## config.mk

```make
export PLATFORM = sky130hd
export DESIGN_NAME = form_field_id_extractor_flat
export DESIGN_NICKNAME = d
export VERILOG_FILES = /design/src/ffid_pkg.sv /design/src/ffid_body_if.sv /design/src/ffid_result_if.sv /design/src/ffid_front.sv /design/src/ffid_fifo.sv /design/src/ffid_back.sv /design/src/form_field_id_extractor.sv /design/src/flat_wrapper.sv
export SDC_FILE = /design/constraint.sdc
export NUM_CORES = 1
export LEC_CHECK = 0
export BUFFER_PORTS_ARGS = -buffer_cell sky130_fd_sc_hd__clkbuf_2
export CAP_MARGIN = 20
export CORE_UTILIZATION = 30
export CTS_BUF_LIST = sky130_fd_sc_hd__clkbuf_4
export CTS_CLUSTER_SIZE = 30
export DETAILED_ROUTE_END_ITERATION = 8
export PLACE_DENSITY = 0.49
export SLEW_MARGIN = 20
export SYNTH_ARGS = -nofsm -noshare
export SYNTH_HDL_FRONTEND = slang
export SYNTH_SLANG_ARGS = --single-unit
```

## constraint.sdc

```tcl
create_clock -name clk -period 9.7 [get_ports clk]
set_clock_uncertainty 0.05 [all_clocks]
set_input_delay 1.94 -clock clk [delete_from_list [all_inputs] [get_ports clk]]
set_output_delay 1.94 -clock clk [all_outputs]
set_load 0.02 [all_outputs]
```

## src/ffid_pkg.sv

```systemverilog
// Shared types and codes for the form field id extractor.
package ffid_pkg;

    localparam int STATUS_W = 2;
    localparam int ID_W     = 63;

    // Marker that follows the decoded character of a token
    localparam logic [1:0] MK_NONE = 2'd0;
    localparam logic [1:0] MK_AMP  = 2'd1;
    localparam logic [1:0] MK_EQ   = 2'd2;
    localparam logic [1:0] MK_HALT = 2'd3;

    localparam logic [STATUS_W-1:0] ST_OK    = 2'd0;
    localparam logic [STATUS_W-1:0] ST_NO_ID = 2'd1;
    localparam logic [STATUS_W-1:0] ST_BAD   = 2'd2;

    // One classified body byte: at most one decoded character that matters,
    // then a pair marker, then the end-of-body flag.
    typedef struct packed {
        logic       has_char;
        logic [7:0] ch;
        logic [1:0] marker;
        logic       last;
    } tok_t;

endpackage

```

## src/ffid_body_if.sv

```systemverilog
// Input channel: raw body bytes.
interface ffid_body_if;
    logic       valid;
    logic       ready;
    logic [7:0] in_byte;
    logic       last;

    modport source (output valid, output in_byte, output last, input ready);
    modport sink (input valid, input in_byte, input last, output ready);
endinterface

```

## src/ffid_result_if.sv

```systemverilog
// Output channel: one result item per body.
interface ffid_result_if;
    import ffid_pkg::*;
    logic                valid;
    logic                ready;
    logic [STATUS_W-1:0] status;
    logic [ID_W-1:0]     id_value;

    modport source (output valid, output status, output id_value, input ready);
    modport sink (input valid, input status, input id_value, output ready);
endinterface

```

## src/ffid_front.sv

```systemverilog
// Front end: pair splitting and percent decoding of raw bytes into tokens.
module ffid_front (
    input  logic           clk,
    input  logic           rst_n,
    ffid_body_if.sink      body,
    input  logic           q_full,
    output logic           push,
    output ffid_pkg::tok_t tok
);
    import ffid_pkg::*;

    logic       halted_reg, halted_next;
    logic       in_value_reg, in_value_next;
    logic [1:0] esc_cnt_reg, esc_cnt_next;
    logic [7:0] esc_digit_reg, esc_digit_next;
    logic       accept;
    logic [7:0] b;

    function automatic logic is_hex(input logic [7:0] c);
        is_hex = (c >= 8'h30 && c <= 8'h39) || (c >= 8'h61 && c <= 8'h66) ||
                 (c >= 8'h41 && c <= 8'h46);
    endfunction

    function automatic logic [3:0] hex_val(input logic [7:0] c);
        logic [7:0] v;
        v = 8'h00;
        if (c >= 8'h30 && c <= 8'h39)
        begin
            v = c - 8'h30;
        end
        else if (c >= 8'h61 && c <= 8'h66)
        begin
            v = c - 8'h57;
        end
        else if (c >= 8'h41 && c <= 8'h46)
        begin
            v = c - 8'h37;
        end
        hex_val = v[3:0];
    endfunction

    assign body.ready = !q_full;
    assign accept     = body.valid && !q_full;
    assign b          = body.in_byte;

    always_comb
    begin
        halted_next    = halted_reg;
        in_value_next  = in_value_reg;
        esc_cnt_next   = esc_cnt_reg;
        esc_digit_next = esc_digit_reg;
        tok            = '0;
        tok.marker     = MK_NONE;
        tok.last       = body.last;

        if (!halted_reg)
        begin
            if (b == 8'h00 || b == 8'h26 || (b == 8'h3d && !in_value_reg))
            begin
                // pair boundary: a pending escape flushes as a literal '%'
                tok.has_char   = (esc_cnt_reg != 2'd0);
                tok.ch         = 8'h25;
                esc_cnt_next   = 2'd0;
                esc_digit_next = 8'h00;
                if (b == 8'h00)
                begin
                    tok.marker  = MK_HALT;
                    halted_next = 1'b1;
                end
                else if (b == 8'h26)
                begin
                    tok.marker    = MK_AMP;
                    in_value_next = 1'b0;
                end
                else
                begin
                    tok.marker    = MK_EQ;
                    in_value_next = 1'b1;
                end
            end
            else if (esc_cnt_reg == 2'd1 && is_hex(b))
            begin
                esc_digit_next = b;
                esc_cnt_next   = 2'd2;
            end
            else if (esc_cnt_reg == 2'd2 && is_hex(b))
            begin
                tok.has_char   = 1'b1;
                tok.ch         = {hex_val(esc_digit_reg), hex_val(b)};
                esc_cnt_next   = 2'd0;
                esc_digit_next = 8'h00;
            end
            else if (esc_cnt_reg != 2'd0)
            begin
                // broken escape: only the literal '%' can still decide anything
                tok.has_char   = 1'b1;
                tok.ch         = 8'h25;
                esc_cnt_next   = (b == 8'h25) ? 2'd1 : 2'd0;
                esc_digit_next = 8'h00;
            end
            else if (b == 8'h25)
            begin
                esc_cnt_next = 2'd1;
            end
            else
            begin
                tok.has_char = 1'b1;
                tok.ch       = (b == 8'h2b) ? 8'h20 : b;
            end

            if (body.last && esc_cnt_next != 2'd0)
            begin
                tok.has_char = 1'b1;
                tok.ch       = 8'h25;
            end
        end

        if (body.last)
        begin
            halted_next    = 1'b0;
            in_value_next  = 1'b0;
            esc_cnt_next   = 2'd0;
            esc_digit_next = 8'h00;
        end
    end

    assign push = accept && (tok.has_char || tok.marker != MK_NONE || tok.last);

    always_ff @(posedge clk or negedge rst_n)
    begin
        if (!rst_n)
        begin
            halted_reg    <= 1'b0;
            in_value_reg  <= 1'b0;
            esc_cnt_reg   <= 2'd0;
            esc_digit_reg <= 8'h00;
        end
        else if (accept)
        begin
            halted_reg    <= halted_next;
            in_value_reg  <= in_value_next;
            esc_cnt_reg   <= esc_cnt_next;
            esc_digit_reg <= esc_digit_next;
        end
    end

endmodule

```

## src/ffid_fifo.sv

```systemverilog
// Small flop-based token queue between front and back ends.
module ffid_fifo #(
    parameter int DEPTH = 4
) (
    input  logic           clk,
    input  logic           rst_n,
    input  logic           push,
    input  ffid_pkg::tok_t wdata,
    output logic           full,
    input  logic           pop,
    output logic           rvalid,
    output ffid_pkg::tok_t rdata
);
    import ffid_pkg::*;

    localparam int PW = (DEPTH > 1) ? $clog2(DEPTH) : 1;
    localparam int CW = $clog2(DEPTH + 1);

    tok_t          mem_reg [DEPTH];
    logic [PW-1:0] wptr_reg, wptr_next;
    logic [PW-1:0] rptr_reg, rptr_next;
    logic [CW-1:0] count_reg, count_next;
    logic          do_push, do_pop;

    assign full    = (count_reg == CW'(DEPTH));
    assign rvalid  = (count_reg != '0);
    assign rdata   = mem_reg[rptr_reg];
    assign do_push = push && !full;
    assign do_pop  = pop && rvalid;

    always_comb
    begin
        wptr_next  = wptr_reg;
        rptr_next  = rptr_reg;
        count_next = count_reg;
        if (do_push)
        begin
            wptr_next = (wptr_reg == PW'(DEPTH - 1)) ? '0 : wptr_reg + 1'b1;
        end
        if (do_pop)
        begin
            rptr_next = (rptr_reg == PW'(DEPTH - 1)) ? '0 : rptr_reg + 1'b1;
        end
        if (do_push && !do_pop)
        begin
            count_next = count_reg + 1'b1;
        end
        else if (do_pop && !do_push)
        begin
            count_next = count_reg - 1'b1;
        end
    end

    always_ff @(posedge clk or negedge rst_n)
    begin
        if (!rst_n)
        begin
            wptr_reg  <= '0;
            rptr_reg  <= '0;
            count_reg <= '0;
        end
        else
        begin
            wptr_reg  <= wptr_next;
            rptr_reg  <= rptr_next;
            count_reg <= count_next;
        end
    end

    always_ff @(posedge clk)
    begin
        if (do_push)
        begin
            mem_reg[wptr_reg] <= wdata;
        end
    end

endmodule

```

## src/ffid_back.sv

```systemverilog
// Back end: key match, number parse and the result register.
module ffid_back #(
    parameter int VALUE_BITS = 63
) (
    input  logic           clk,
    input  logic           rst_n,
    input  logic           q_valid,
    input  ffid_pkg::tok_t q_tok,
    output logic           pop,
    ffid_result_if.source  result
);
    import ffid_pkg::*;

    localparam logic [1:0] PH_KEY   = 2'd0;
    localparam logic [1:0] PH_IDVAL = 2'd1;
    localparam logic [1:0] PH_SKIP  = 2'd2;
    localparam logic [1:0] PH_HALT  = 2'd3;

    localparam logic [2:0] NP_LEAD   = 3'd0;
    localparam logic [2:0] NP_SIGN   = 3'd1;
    localparam logic [2:0] NP_DIGITS = 3'd2;
    localparam logic [2:0] NP_BAD    = 3'd3;
    localparam logic [2:0] NP_END    = 3'd4;

    localparam logic [7:0] KEY_CH0 = 8'h69;
    localparam logic [7:0] KEY_CH1 = 8'h64;

    localparam int PW = VALUE_BITS + 4;

    logic [1:0]            ph_reg, ph_next;
    logic [1:0]            kpos_reg, kpos_next;
    logic                  kmatch_reg, kmatch_next;
    logic                  kcut_reg, kcut_next;
    logic [2:0]            np_reg, np_next;
    logic                  neg_reg, neg_next;
    logic [VALUE_BITS-1:0] acc_reg, acc_next;
    logic                  sat_reg, sat_next;
    logic                  idf_reg, idf_next;

    logic                  out_valid_reg;
    logic [STATUS_W-1:0]   status_reg, status_next;
    logic [VALUE_BITS-1:0] value_reg, value_next;

    logic [PW-1:0]         acc_ext, prod;
    logic [7:0]            c;
    logic                  is_digit, is_space;

    assign pop      = q_valid && (!q_tok.last || !out_valid_reg || result.ready);
    assign c        = q_tok.ch;
    assign is_digit = (c >= 8'h30) && (c <= 8'h39);
    assign is_space = (c == 8'h20) || ((c >= 8'h09) && (c <= 8'h0d));
    assign acc_ext  = PW'(acc_reg);
    assign prod     = (acc_ext << 3) + (acc_ext << 1) + PW'(c[3:0]);

    always_comb
    begin
        ph_next     = ph_reg;
        kpos_next   = kpos_reg;
        kmatch_next = kmatch_reg;
        kcut_next   = kcut_reg;
        np_next     = np_reg;
        neg_next    = neg_reg;
        acc_next    = acc_reg;
        sat_next    = sat_reg;
        idf_next    = idf_reg;
        status_next = ST_NO_ID;
        value_next  = '0;

        if (q_tok.has_char && ph_reg == PH_KEY && !kcut_reg)
        begin
            if (c == 8'h00)
            begin
                kcut_next = 1'b1;
            end
            else
            begin
                if (kpos_reg >= 2'd2 || (kpos_reg == 2'd0 && c != KEY_CH0) ||
                    (kpos_reg == 2'd1 && c != KEY_CH1))
                begin
                    kmatch_next = 1'b0;
                end
                if (kpos_reg != 2'd3)
                begin
                    kpos_next = kpos_reg + 2'd1;
                end
            end
        end
        else if (q_tok.has_char && ph_reg == PH_IDVAL && np_reg != NP_BAD &&
                 np_reg != NP_END)
        begin
            if (c == 8'h00)
            begin
                np_next = (np_reg == NP_DIGITS) ? NP_END : NP_BAD;
            end
            else if (is_digit)
            begin
                np_next = NP_DIGITS;
                if (!sat_reg)
                begin
                    if (prod[PW-1:VALUE_BITS] != '0)
                    begin
                        acc_next = '1;
                        sat_next = 1'b1;
                    end
                    else
                    begin
                        acc_next = prod[VALUE_BITS-1:0];
                    end
                end
            end
            else if (np_reg == NP_LEAD && is_space)
            begin
                np_next = NP_LEAD;
            end
            else if (np_reg == NP_LEAD && (c == 8'h2b || c == 8'h2d))
            begin
                neg_next = (c == 8'h2d);
                np_next  = NP_SIGN;
            end
            else
            begin
                np_next = NP_BAD;
            end
        end

        unique case (q_tok.marker)
            MK_NONE:
            begin
            end
            MK_AMP:
            begin
                if (ph_reg == PH_IDVAL)
                begin
                    ph_next = PH_HALT;
                end
                else if (ph_reg != PH_HALT)
                begin
                    ph_next     = PH_KEY;
                    kpos_next   = 2'd0;
                    kmatch_next = 1'b1;
                    kcut_next   = 1'b0;
                end
            end
            MK_EQ:
            begin
                if (ph_reg == PH_KEY)
                begin
                    if (kmatch_next && kpos_next == 2'd2)
                    begin
                        idf_next = 1'b1;
                        ph_next  = PH_IDVAL;
                    end
                    else
                    begin
                        ph_next = PH_SKIP;
                    end
                end
            end
            MK_HALT:
            begin
                ph_next = PH_HALT;
            end
            default:
            begin
            end
        endcase

        if (q_tok.last)
        begin
            if (!idf_next)
            begin
                status_next = ST_NO_ID;
            end
            else if ((np_next == NP_DIGITS || np_next == NP_END) && !neg_next &&
                     acc_next != '0)
            begin
                status_next = ST_OK;
                value_next  = acc_next;
            end
            else
            begin
                status_next = ST_BAD;
            end
            // fresh body follows
            ph_next     = PH_KEY;
            kpos_next   = 2'd0;
            kmatch_next = 1'b1;
            kcut_next   = 1'b0;
            np_next     = NP_LEAD;
            neg_next    = 1'b0;
            acc_next    = '0;
            sat_next    = 1'b0;
            idf_next    = 1'b0;
        end
    end

    always_ff @(posedge clk or negedge rst_n)
    begin
        if (!rst_n)
        begin
            ph_reg        <= PH_KEY;
            kpos_reg      <= 2'd0;
            kmatch_reg    <= 1'b1;
            kcut_reg      <= 1'b0;
            np_reg        <= NP_LEAD;
            neg_reg       <= 1'b0;
            acc_reg       <= '0;
            sat_reg       <= 1'b0;
            idf_reg       <= 1'b0;
            out_valid_reg <= 1'b0;
        end
        else
        begin
            if (pop)
            begin
                ph_reg     <= ph_next;
                kpos_reg   <= kpos_next;
                kmatch_reg <= kmatch_next;
                kcut_reg   <= kcut_next;
                np_reg     <= np_next;
                neg_reg    <= neg_next;
                acc_reg    <= acc_next;
                sat_reg    <= sat_next;
                idf_reg    <= idf_next;
            end
            if (pop && q_tok.last)
            begin
                out_valid_reg <= 1'b1;
            end
            else if (result.ready)
            begin
                out_valid_reg <= 1'b0;
            end
        end
    end

    always_ff @(posedge clk)
    begin
        if (pop && q_tok.last)
        begin
            status_reg <= status_next;
            value_reg  <= value_next;
        end
    end

    assign result.valid    = out_valid_reg;
    assign result.status   = status_reg;
    assign result.id_value = ID_W'(value_reg);

endmodule

```

## src/form_field_id_extractor.sv

```systemverilog
// Top level of the form field id extractor.
//
// Usage: raw bytes of a URL-encoded form body enter on body, one item per
// byte, with last set on the final byte. For each body exactly one item
// leaves on result: status (0 id found, 1 no id pair, 2 id value invalid)
// and id_value, which is nonzero only with status 0.
// Throughput: one byte per cycle while the queue has room; the front end
// decodes a byte into a token in the cycle it is accepted and the back end
// retires one token per cycle from a four-entry queue unless a result stalls it.
// Output path: the token of the byte with last is written into the queue, and
// the result register loads status and id_value when the back end pops it.
// Reset: rst_n clears all parse state and empties the queue; the first
// byte after reset starts a new body, as does the byte after each last.
// Stall: a waiting result holds the back end only when the next token also
// ends a body; bytes keep flowing into the queue until it fills, and then
// body.ready drops.
module form_field_id_extractor #(
    parameter int VALUE_BITS = 63
) (
    input  logic          clk,
    input  logic          rst_n,
    ffid_body_if.sink     body,
    ffid_result_if.source result
);
    import ffid_pkg::*;

    localparam int QUEUE_DEPTH = 4;

    tok_t front_tok;
    tok_t q_tok;
    logic push;
    logic q_full;
    logic q_valid;
    logic pop;

    ffid_front u_front (
        .clk    (clk),
        .rst_n  (rst_n),
        .body   (body),
        .q_full (q_full),
        .push   (push),
        .tok    (front_tok)
    );

    ffid_fifo #(
        .DEPTH (QUEUE_DEPTH)
    ) u_fifo (
        .clk    (clk),
        .rst_n  (rst_n),
        .push   (push),
        .wdata  (front_tok),
        .full   (q_full),
        .pop    (pop),
        .rvalid (q_valid),
        .rdata  (q_tok)
    );

    ffid_back #(
        .VALUE_BITS (VALUE_BITS)
    ) u_back (
        .clk     (clk),
        .rst_n   (rst_n),
        .q_valid (q_valid),
        .q_tok   (q_tok),
        .pop     (pop),
        .result  (result)
    );

endmodule

```

## src/flat_wrapper.sv

```systemverilog
// flat-port wrapper written by rule: the top's interface ports become plain ports
module form_field_id_extractor_flat import ffid_pkg::*;
#(
    parameter int VALUE_BITS = 63
)
  (clk, rst_n, body_valid, body_in_byte, body_last, body_ready, result_valid, result_status, result_id_value, result_ready);
  ffid_body_if body_i ();
  ffid_result_if result_i ();
  input  logic clk;
  input  logic rst_n;
  input wire logic [$bits(body_i.valid)-1:0] body_valid;
  input wire logic [$bits(body_i.in_byte)-1:0] body_in_byte;
  input wire logic [$bits(body_i.last)-1:0] body_last;
  output wire logic [$bits(body_i.ready)-1:0] body_ready;
  output wire logic [$bits(result_i.valid)-1:0] result_valid;
  output wire logic [$bits(result_i.status)-1:0] result_status;
  output wire logic [$bits(result_i.id_value)-1:0] result_id_value;
  input wire logic [$bits(result_i.ready)-1:0] result_ready;
  assign body_i.valid = body_valid;
  assign body_i.in_byte = body_in_byte;
  assign body_i.last = body_last;
  assign body_ready = body_i.ready;
  assign result_valid = result_i.valid;
  assign result_status = result_i.status;
  assign result_id_value = result_i.id_value;
  assign result_i.ready = result_ready;
  form_field_id_extractor #(.VALUE_BITS(VALUE_BITS)) u_core (.clk(clk), .rst_n(rst_n), .body(body_i), .result(result_i));
endmodule
```

Word level (Yosys, flattened, before mapping)
Memory sizes are Yosys's and may differ from the RTL's.
Index checks and enable logic that the tools add are counted.
{ "classes": {"n_addsub": 13, "n_lt_le_gt_ge": 17, "eq_ne": 33, "mux": 109, "reduce_logical": 78} }
{ "op_table": {"columns": ["op", "n"], "rows": [
  ["$mux W63", 7],
  ["$add A66 B64 Y67", 1],
  ["$add A67 B4 Y67", 1],
  ["$reduce_bool A63 Y1", 1],
  ["$mux W2", 29],
  ["$eq A8 B6 Y1 const B", 7],
  ["$mux W8", 7],
  ["$mux W9", 6],
  ["$mux W1", 45],
  ["$ge A8 B7 Y1 const B", 4],
  ["$le A8 B7 Y1 const B", 4],
  ["$logic_and A1 B1 Y1", 32],
  ["$ge A8 B6 Y1 const B", 3],
  ["$le A8 B6 Y1 const B", 3],
  ["$mux W4", 6],
  ["$mux W3", 7],
  ["$logic_not A8 Y1", 2],
  ["$ne A8 B7 Y1 const B", 2],
  ["$reduce_bool A2 Y1", 8],
  ["$sub A4 B3 Y4 const B", 4],
  ["$logic_or A1 B1 Y1", 13],
  ["$eq A2 B2 Y1 const B", 6],
  ["$ne A2 B2 Y1 const B", 6],
  ["$mux W11", 1],
  ["other kinds (24)", 45]
]} }
{ "totals": {"ff_bits": 160, "ram_bits": 48, "in_bits": 13, "out_inout_bits": 67, "word_cells": 270, "memories": 1} }
{ "memory_table": {"columns": ["name", "depth", "width", "read_ports", "rd_clocked_by_memory_dff", "write_ports", "line_no", "rtl"], "rows": [
  ["u_core.u_fifo.mem_reg", 4, 12, 1, 0, 1, "ffid_fifo.sv:19", "tok_t mem_reg [DEPTH];"]
]} }

Logic depth before layout (Yosys ltp)
Gate-level depths: netlist (run 1).
{ "depth": {"ltp_word": 22, "ltp_mapped": 20, "ltp_nobuf": 17} }

Modules after synthesis
Synthesis (run 1) repeated with hierarchy kept, for this count alone.
{ "hier_totals": {"cells_unflattened": 1787, "area_unflattened_um2": 15916.5} }
{ "by_module_without_submodules": {"columns": ["mod", "n_inst", "cells_per_inst", "area_each_um2", "seq_area_each_um2"], "rows": [
  ["ffid_back", 1, 1535, 12418.2, 3854.9],
  ["ffid_fifo", 1, 100, 2220.9, 1616.6],
  ["ffid_front", 1, 152, 1277.5, 300.3]
]} }

Worst setup path before layout (run 1)
No wires, ideal clock.
{ "synth_path": {"path_type": "register to register", "start": "register u_core.u_fifo.rptr_reg[0]", "end": "register u_core.u_back.status_reg[1] (netlist: u_core.u_back.result.status[1]) (data pin)", "setup_time_ps": 180, "arrival_ps": 5288, "t_required_ps": 9470, "slack_ps": 4182, "path_stages_with_launch": 20, "path_buffers": 3, "synth_period_minus_slack_ps": 5518, "path_cell_list": "dfrtp_1 buf_6 buf_12 mux4_2 fa_1 fa_1 a211oi_2 o21ai_1 nand2_1 a211oi_1 a211o_1 a31oi_1 xnor2_1 or4_1 buf_2 o21a_1 nor3b_2 nand4_1 or4_1 o41ai_2"} }
{ "synth_between": {"elab_chain_cells": 15} }
{ "synth_rtl": {"columns": ["element", "line_no", "rtl"], "rows": [
  ["start: declaration", "ffid_fifo.sv:21", "logic [PW-1:0] rptr_reg, rptr_next;"],
  ["start signal: assignment", "ffid_fifo.sv:65", "rptr_reg <= rptr_next;"],
  ["$mem_v2 Z4 W12 (*)", null, null],
  ["parallel branches: the longest is 14 deep, another holds $add A67 B4 Y67", null, null],
  ["end signal: assignment", "ffid_back.sv:241", "status_reg <= status_next;"],
  ["end: declaration", "ffid_back.sv:41", "logic [STATUS_W-1:0] status_reg, status_next;"]
]} }
Mark *: on every way between the ends.
A chain may end at the register's enable or synchronous reset.

Worst setup path after layout (run 1)
Ends and elaborated chain as after synthesis.

==> results.json, run 1 <==
{
  "slowest_delay_ps": 1020,
  "met2_usage": 0.345,
  "grt.total_usage": 0.216,
  "core_area_sq_mm": 0.0503,
  "grt_overflow_total": 0,
  "seq_area_frac_synth": 0.377,
  "final_cell_count_no_fill": 2486,
  "multi_input_area_sq_mm": 0.00901,
  "slowest_stage": "or4_1",
  "rows": 82,
  "synth_top_area_frac": 0.222,
  "postRouteAntennaNets": 0,
  "p_per_area_mw_per_mm2": 231,
  "fin_hold_ws_ps": 438,
  "worstMarginPinSlew_ps": 1090,
  "cts_buffer_depth": 3,
  "place_area_sq_mm": 0.0162,
  "drc_errors": 0,
  "grt_pass1_vias": 13800,
  "report.final.slew_viol_count": 0,
  "dp.cells": 2374,
  "gp_congestion": 0.969,
  "cts_buffers": 59,
  "vdd_drop_max_v": 0.000150,
  "path_cells": "mux4_2 > fa_1 > fa_1 > a211oi_2 > o21ai_1 > nand2_1 > a211oi_1 > a211o_1 > a31oi_1 > xnor2_1 > or4_1 > o21a_1 > nor3b_2 > nand4_1 > or4_1 > o41ai_2",
  "min_period_over_period": 0.716,
  "die_area_sq_mm": 0.0519,
  "ys_ff_latch": 208,
  "rsz0062_at_grt": "no",
  "syn_area_sq_mm": 0.0153,
  "seqCellArea_sq_mm": 0.00577,
  "wl_per_cell_um": 22.7,
  "arrival_ps": 7530,
  "worstSetupPathType": "reg -> reg",
  "synth_warnings": 0,
  "use_met3": 0.0350,
  "ios": 80,
  "drtIter0Drc": 1257,
  "crit_required_ps": 10280,
  "grt_pass1_wl_mm": 85.9,
  "fmax_mhz": 144,
  "crit_path_end_kind": "flip-flop",
  "fin_area_sq_mm": 0.0170,
  "fin_tns_setup_ps": 0,
  "drive_gt1_frac": 0.137,
  "ctsResizeCount": 0,
  "clock-root-buffer": "clkbuf_4",
  "wl_mm": 56.4,
  "cp-start-kind": "flip-flop",
  "worstHoldPathType": "reg -> reg",
  "areaGrowthSynthToFinish_pct": 11.1,
  "start_util": 0.304,
  "grt_max_degree": 68,
  "fillers": 5348,
  "grt_use_met1": 0.289,
  "finalSetupViolations": 0,
  "htree_levels": 2,
  "syn_avg_cell_area_sq_um": 8.95,
  "dpl.hpwl_mm": 42.4,
  "via_count": 14000,
  "yosysUniqueCellTypes": 96,
  "ys_dominant_reg_cell": "edfxtp_1",
  "cts_setup_buffers": 0,
  "relSlewSlack": 0.270,
  "fp.dieW_um": 228,
  "die_y_um": 228,
  "period_minus_slack_ps": 6940,
  "grt.busiest_layer": "met2",
  "grt_antenna_before_repair": 2,
  "power.leakage_nw": 7.07,
  "port_buffers": 79,
  "cts_tree": "built",
  "finalNetCount": 1917,
  "status": "finished, final reports clean",
  "hold_buffers": 0,
  "hold_viol": 0,
  "yosys-top-cells-area": "edfxtp_1 (22%), dfrtp_1 (15%), ha_1 (11%), a21oi_1 (5.4%), o21ai_0 (4.9%)",
  "maxCapViolCount": 0,
  "async_flop_share": 0.457,
  "synth_edf_count": 113,
  "synth_cells": 1708,
  "routed_via_density": 5.62,
  "clkSinkCount": 208,
  "clock_latency_ps": 820,
  "first_pass_iters": 7,
  "synth_fp_nets": 1862,
  "cp_max_fo": 18,
  "clk_pin_slew_ps": 70,
  "synth_area_leader_cell": "edfxtp_1"
}
## final cells by class
cell class,count,area share
clock inverter,22,0.00663
tap,672,0.0495
antenna,1,0.000147
clock buffer,89,0.0393
sequential,208,0.340
multi-input combinational,1378,0.531
inverter,25,0.00552
timing repair buffer,91,0.0287
## kinds of logic after synthesis
group,synth area share
simple gates,0.195
compound gates,0.217
flops,0.377
fa+ha+maj,0.117
buf+inv,0.0350
xor+xnor,0.0361
mux,0.0227
## cells in the mapped netlist, drive strengths merged, types with 11 or more instances
cell / count
and2: 13
nor2b: 17
a21o: 22
xnor2: 26
inv: 25
clkbuf: 59
nand4: 44
ha: 138
nand2b: 14
a31oi: 11
nand2: 185
o21ai: 169
a21oi: 169
o21a: 20
o21bai: 19
a22o: 21
nand3: 28
mux4: 12
or3: 14
dfrtp: 94
nor3: 53
xor2: 37
nor4: 17
edfxtp: 113
nor2: 186
o22ai: 23
buf: 38
## per-layer routing
layer / share of wire / wire, um
met1: 0.45 / 25100
met2: 0.45 / 25600
met3: 0.063 / 3540
met4: 0.039 / 2190
met5: 0 / 0
## final timing paths
kind	from	endpoint	slack, ps	cells past startpoint
max	u_core.u_fifo.rptr_reg[0]$_DFFE_PN0P_	u_core.u_back.result.status[1]$_SDFFCE_PN0P_	2760	16
max in group asynchronous	rst_n	u_core.u_back.acc_reg[43]$_DFFE_PN0P_	7210	2
min in group asynchronous	rst_n	u_core.u_front.esc_digit_reg[7]$_DFFE_PN0P_	1120	1
min	u_core.u_back.neg_reg$_DFFE_PN0P_	u_core.u_back.neg_reg$_DFFE_PN0P_	440	2
max reg2reg	u_core.u_fifo.rptr_reg[0]$_DFFE_PN0P_	u_core.u_back.result.status[1]$_SDFFCE_PN0P_	2760	16
min reg2reg	u_core.u_back.neg_reg$_DFFE_PN0P_	u_core.u_back.neg_reg$_DFFE_PN0P_	440	2
## per-stage QoR
stage,power (mW),setup WS (ps),utilization
final,3.93,2760,0.338
after global routing,4.19,2360,0.338
after CTS,3.98,2740,0.338
after detailed placement,3.11,2830,0.322
after global placement,3.10,2990,0.322
after floorplan,2.52,4180,-
## cells in the final DEF, fill, tap and decap left out, types with 15 or more instances in the layout
master	synthesis	routed
a21oi_1	164	163
nand4_1	43	43
xor2_1	37	37
nor3_1	51	51
a21o_1	22	22
ha_1	138	138
nand2_1	185	185
nor4_1	16	16
xnor2_1	26	26
nor2b_1	15	15
o22ai_1	23	23
dfrtp_1	94	94
a22o_1	21	21
inv_1	25	24
o21ai_1	17	17
o21ai_0	150	150
o21a_1	20	20
edfxtp_1	113	113
nor2_1	186	183
nand3_1	27	27
o21bai_1	19	19
clkbuf_4	0	89
clkbuf_2	1	78
## critical path: cells and delay by family (launching register included)
kind / cells / cell delay (ps)
mux: 1 / 690
flops: 1 / 890
simple gates: 5 / 2050
compound gates: 7 / 1840
fa+ha+maj: 2 / 1020
xor+xnor: 1 / 220
## power breakdown
group	leakage (nW)	total (mW)	switching [mW]	internal [mW]
registers	2.38	1.39	0.164	1.22
clock network	0.475	0.837	0.411	0.427
logic	4.22	1.71	1.18	0.528
total	7.07	3.93	1.75	2.18
(Power assumes the default switching activity.)
==> run 2, diff against run 1 <==
- clock period: 9.7 -> 6.7 ns (I/O delays scaled with it)
==> run 2 against run 1 <==
Against the previous run:
- maximum frequency grew 10%
- combinational power grew 46%
- setup slack got worse by 2400 ps
- critical path depth up 1
- total power increased by 46%
- hold slack worse by 0.71 ps
- core utilization rose by 0.26 points
- first-iteration DRC count increased by 1.4%
- cell count rose by 0.60%
- sequential share of layout area down 0.25 points
- critical path type unchanged
- largest power group unchanged
==> results.json, run 2 (synthesis gave the netlist of run 1 again) <==
{
  "finalNetCount": 1929,
  "cts_tree": "built",
  "areaGrowthSynthToFinish_pct": 12.0,
  "wl_per_cell_um": 22.7,
  "reg2reg_depth": 17,
  "hold_viol": 0,
  "clock-root-buffer": "clkbuf_4",
  "cp_max_fo": 8,
  "die_y_um": 228,
  "arrival_ps": 6860,
  "place_area_sq_mm": 0.0163,
  "grt_pass1_vias": 13700,
  "fp.dieW_um": 228,
  "path_cells": "mux4_2 > fa_1 > fa_1 > a211oi_2 > o21ai_1 > a31oi_1 > o21ai_1 > a2111oi_1 > buf_4 > o21ai_0 > xor2_1 > nor4_1 > nand4_1 > a211oi_1 > nand3_1 > or4_1 > o41ai_2",
  "period_minus_slack_ps": 6300,
  "gp_congestion": 0.970,
  "clk_pin_slew_ps": 80,
  "crit_required_ps": 7260,
  "start_util": 0.304,
  "rsz0062_at_grt": "no",
  "via_count": 13900,
  "clock_latency_ps": 850,
  "crit_family": "compound AO/OA/AOI/OAI gates",
  "worstMarginPinSlew_ps": 1030,
  "cp-start-kind": "flip-flop",
  "fin_area_sq_mm": 0.0171,
  "dpl.hpwl_mm": 42.6,
  "drive_gt1_frac": 0.142,
  "vdd_drop_max_v": 0.000287,
  "layout_common_cells": "nand2_1 (185), nor2_1 (183), a21oi_1 (163)",
  "cts_setup_buffers": 0,
  "grt_pass1_wl_mm": 86.7,
  "min_period_over_period": 0.941,
  "cts_buffer_depth": 3,
  "worstHoldPathType": "in -> async",
  "p_per_area_mw_per_mm2": 336,
  "relSlewSlack": 0.296,
  "crit_buf_inv": 1,
  "cts_buffers": 61,
  "r2r_slack_ps": 400,
  "ios": 80,
  "status": "finished, final reports clean",
  "place_ws_ps": 219,
  "finalSetupViolations": 0,
  "utilization": 0.341,
  "power_mw": 5.75,
  "crit_end": "u_core.u_back.result.status[1]$_SDFFCE_PN0P_",
  "worstSetupPathType": "reg -> reg",
  "postRouteAntennaNets": 0,
  "grt.total_usage": 0.217,
  "htree_levels": 2,
  "slowest_delay_ps": 740,
  "dp.cells": 2384,
  "cp.depth": 17,
  "port_buffers": 79,
  "grt_overflow_total": 0,
  "crit_path_end_kind": "flip-flop",
  "fin_hold_ws_ps": 438,
  "fin_ws_ps": 398,
  "grt_antenna_before_repair": 2,
  "rows": 82,
  "final_cell_count_no_fill": 2501,
  "r2r-start": "u_core.u_fifo.rptr_reg[0]$_DFFE_PN0P_",
  "core_area_sq_mm": 0.0503,
  "slowest_stage": "a2111oi_1",
  "grt_max_degree": 68,
  "die_area_sq_mm": 0.0519,
  "drtIter0Drc": 1275,
  "clkSinkCount": 208,
  "report.final.slew_viol_count": 0,
  "layout_commonest_cell": "nand2_1",
  "timing.rr.end": "u_core.u_back.result.status[1]$_SDFFCE_PN0P_",
  "fmax_mhz": 159,
  "drc_errors": 0,
  "worstSetupStartpoint": "u_core.u_fifo.rptr_reg[0]$_DFFE_PN0P_",
  "routed_via_density": 5.58,
  "wl_mm": 56.8,
  "maxCapViolCount": 0,
  "power.leakage_nw": 7.13,
  "fin_tns_setup_ps": 0,
  "first_pass_iters": 6
}
run 2: cell type report:
cell class                 instances  area (sq um)
timing repair buffer             101           576
fill                            5297         33200
antenna                            3          7.51
tap                              672           841
multi-input combinational       1378          9020
clock buffer                      84           631
inverter                          25          93.8
clock inverter                    30           176
sequential                       208          5770
run 2: worst register-to-register path: stages (launching register included):
cell       delay (ps)
dfrtp_2           520
mux4_2            630
fa_1              510
fa_1              520
a211oi_2          280
o21ai_1           170
a31oi_1           160
o21ai_1           240
a2111oi_1         750
buf_4             240
o21ai_0            90
xor2_1            230
nor4_1            330
nand4_1           120
a211oi_1          300
nand3_1           130
or4_1             440
o41ai_2           360
run 2: power breakdown:
group / internal, mW / switching (mW) / total [mW]
sequential: 1.77 / 0.207 / 1.98
combinational: 0.779 / 1.72 / 2.50
clock: 0.634 / 0.632 / 1.27
run 2: layer usage:
layer  share of wire  global-route usage  wire length (um)  up-vias
met5               0                   0                 0        -
met4           0.034              0.0842              1950        0
met3           0.057              0.0340              3250      104
met2            0.46               0.344             25900      470
met1            0.45               0.297             25600     6828
li1                -                   -                 -     6544
run 2: what timing repair did:
action / CTS / global route
hold buffers: 0 / 0
setup endpoints to repair: 0 / 1
resized for setup: 0 / 3
run 2: worst min path at each step:
| stage | to | slack (ps) | cells past startpoint |
|---|---|---|---|
| after CTS | u_core.u_back.acc_reg[2]$_DFFE_PN0P_ | 400 | 1 |
| final | u_core.u_back.acc_reg[2]$_DFFE_PN0P_ | 440 | 1 |
| after global routing | u_core.u_front.esc_digit_reg[3]$_DFFE_PN0P_ | 410 | 1 |
| after detailed placement | u_core.u_back.neg_reg$_DFFE_PN0P_ | 430 | 2 |
| after floorplan | u_core.u_back.neg_reg$_DFFE_PN0P_ | 400 | 2 |
| after global placement | u_core.u_back.neg_reg$_DFFE_PN0P_ | 410 | 2 |
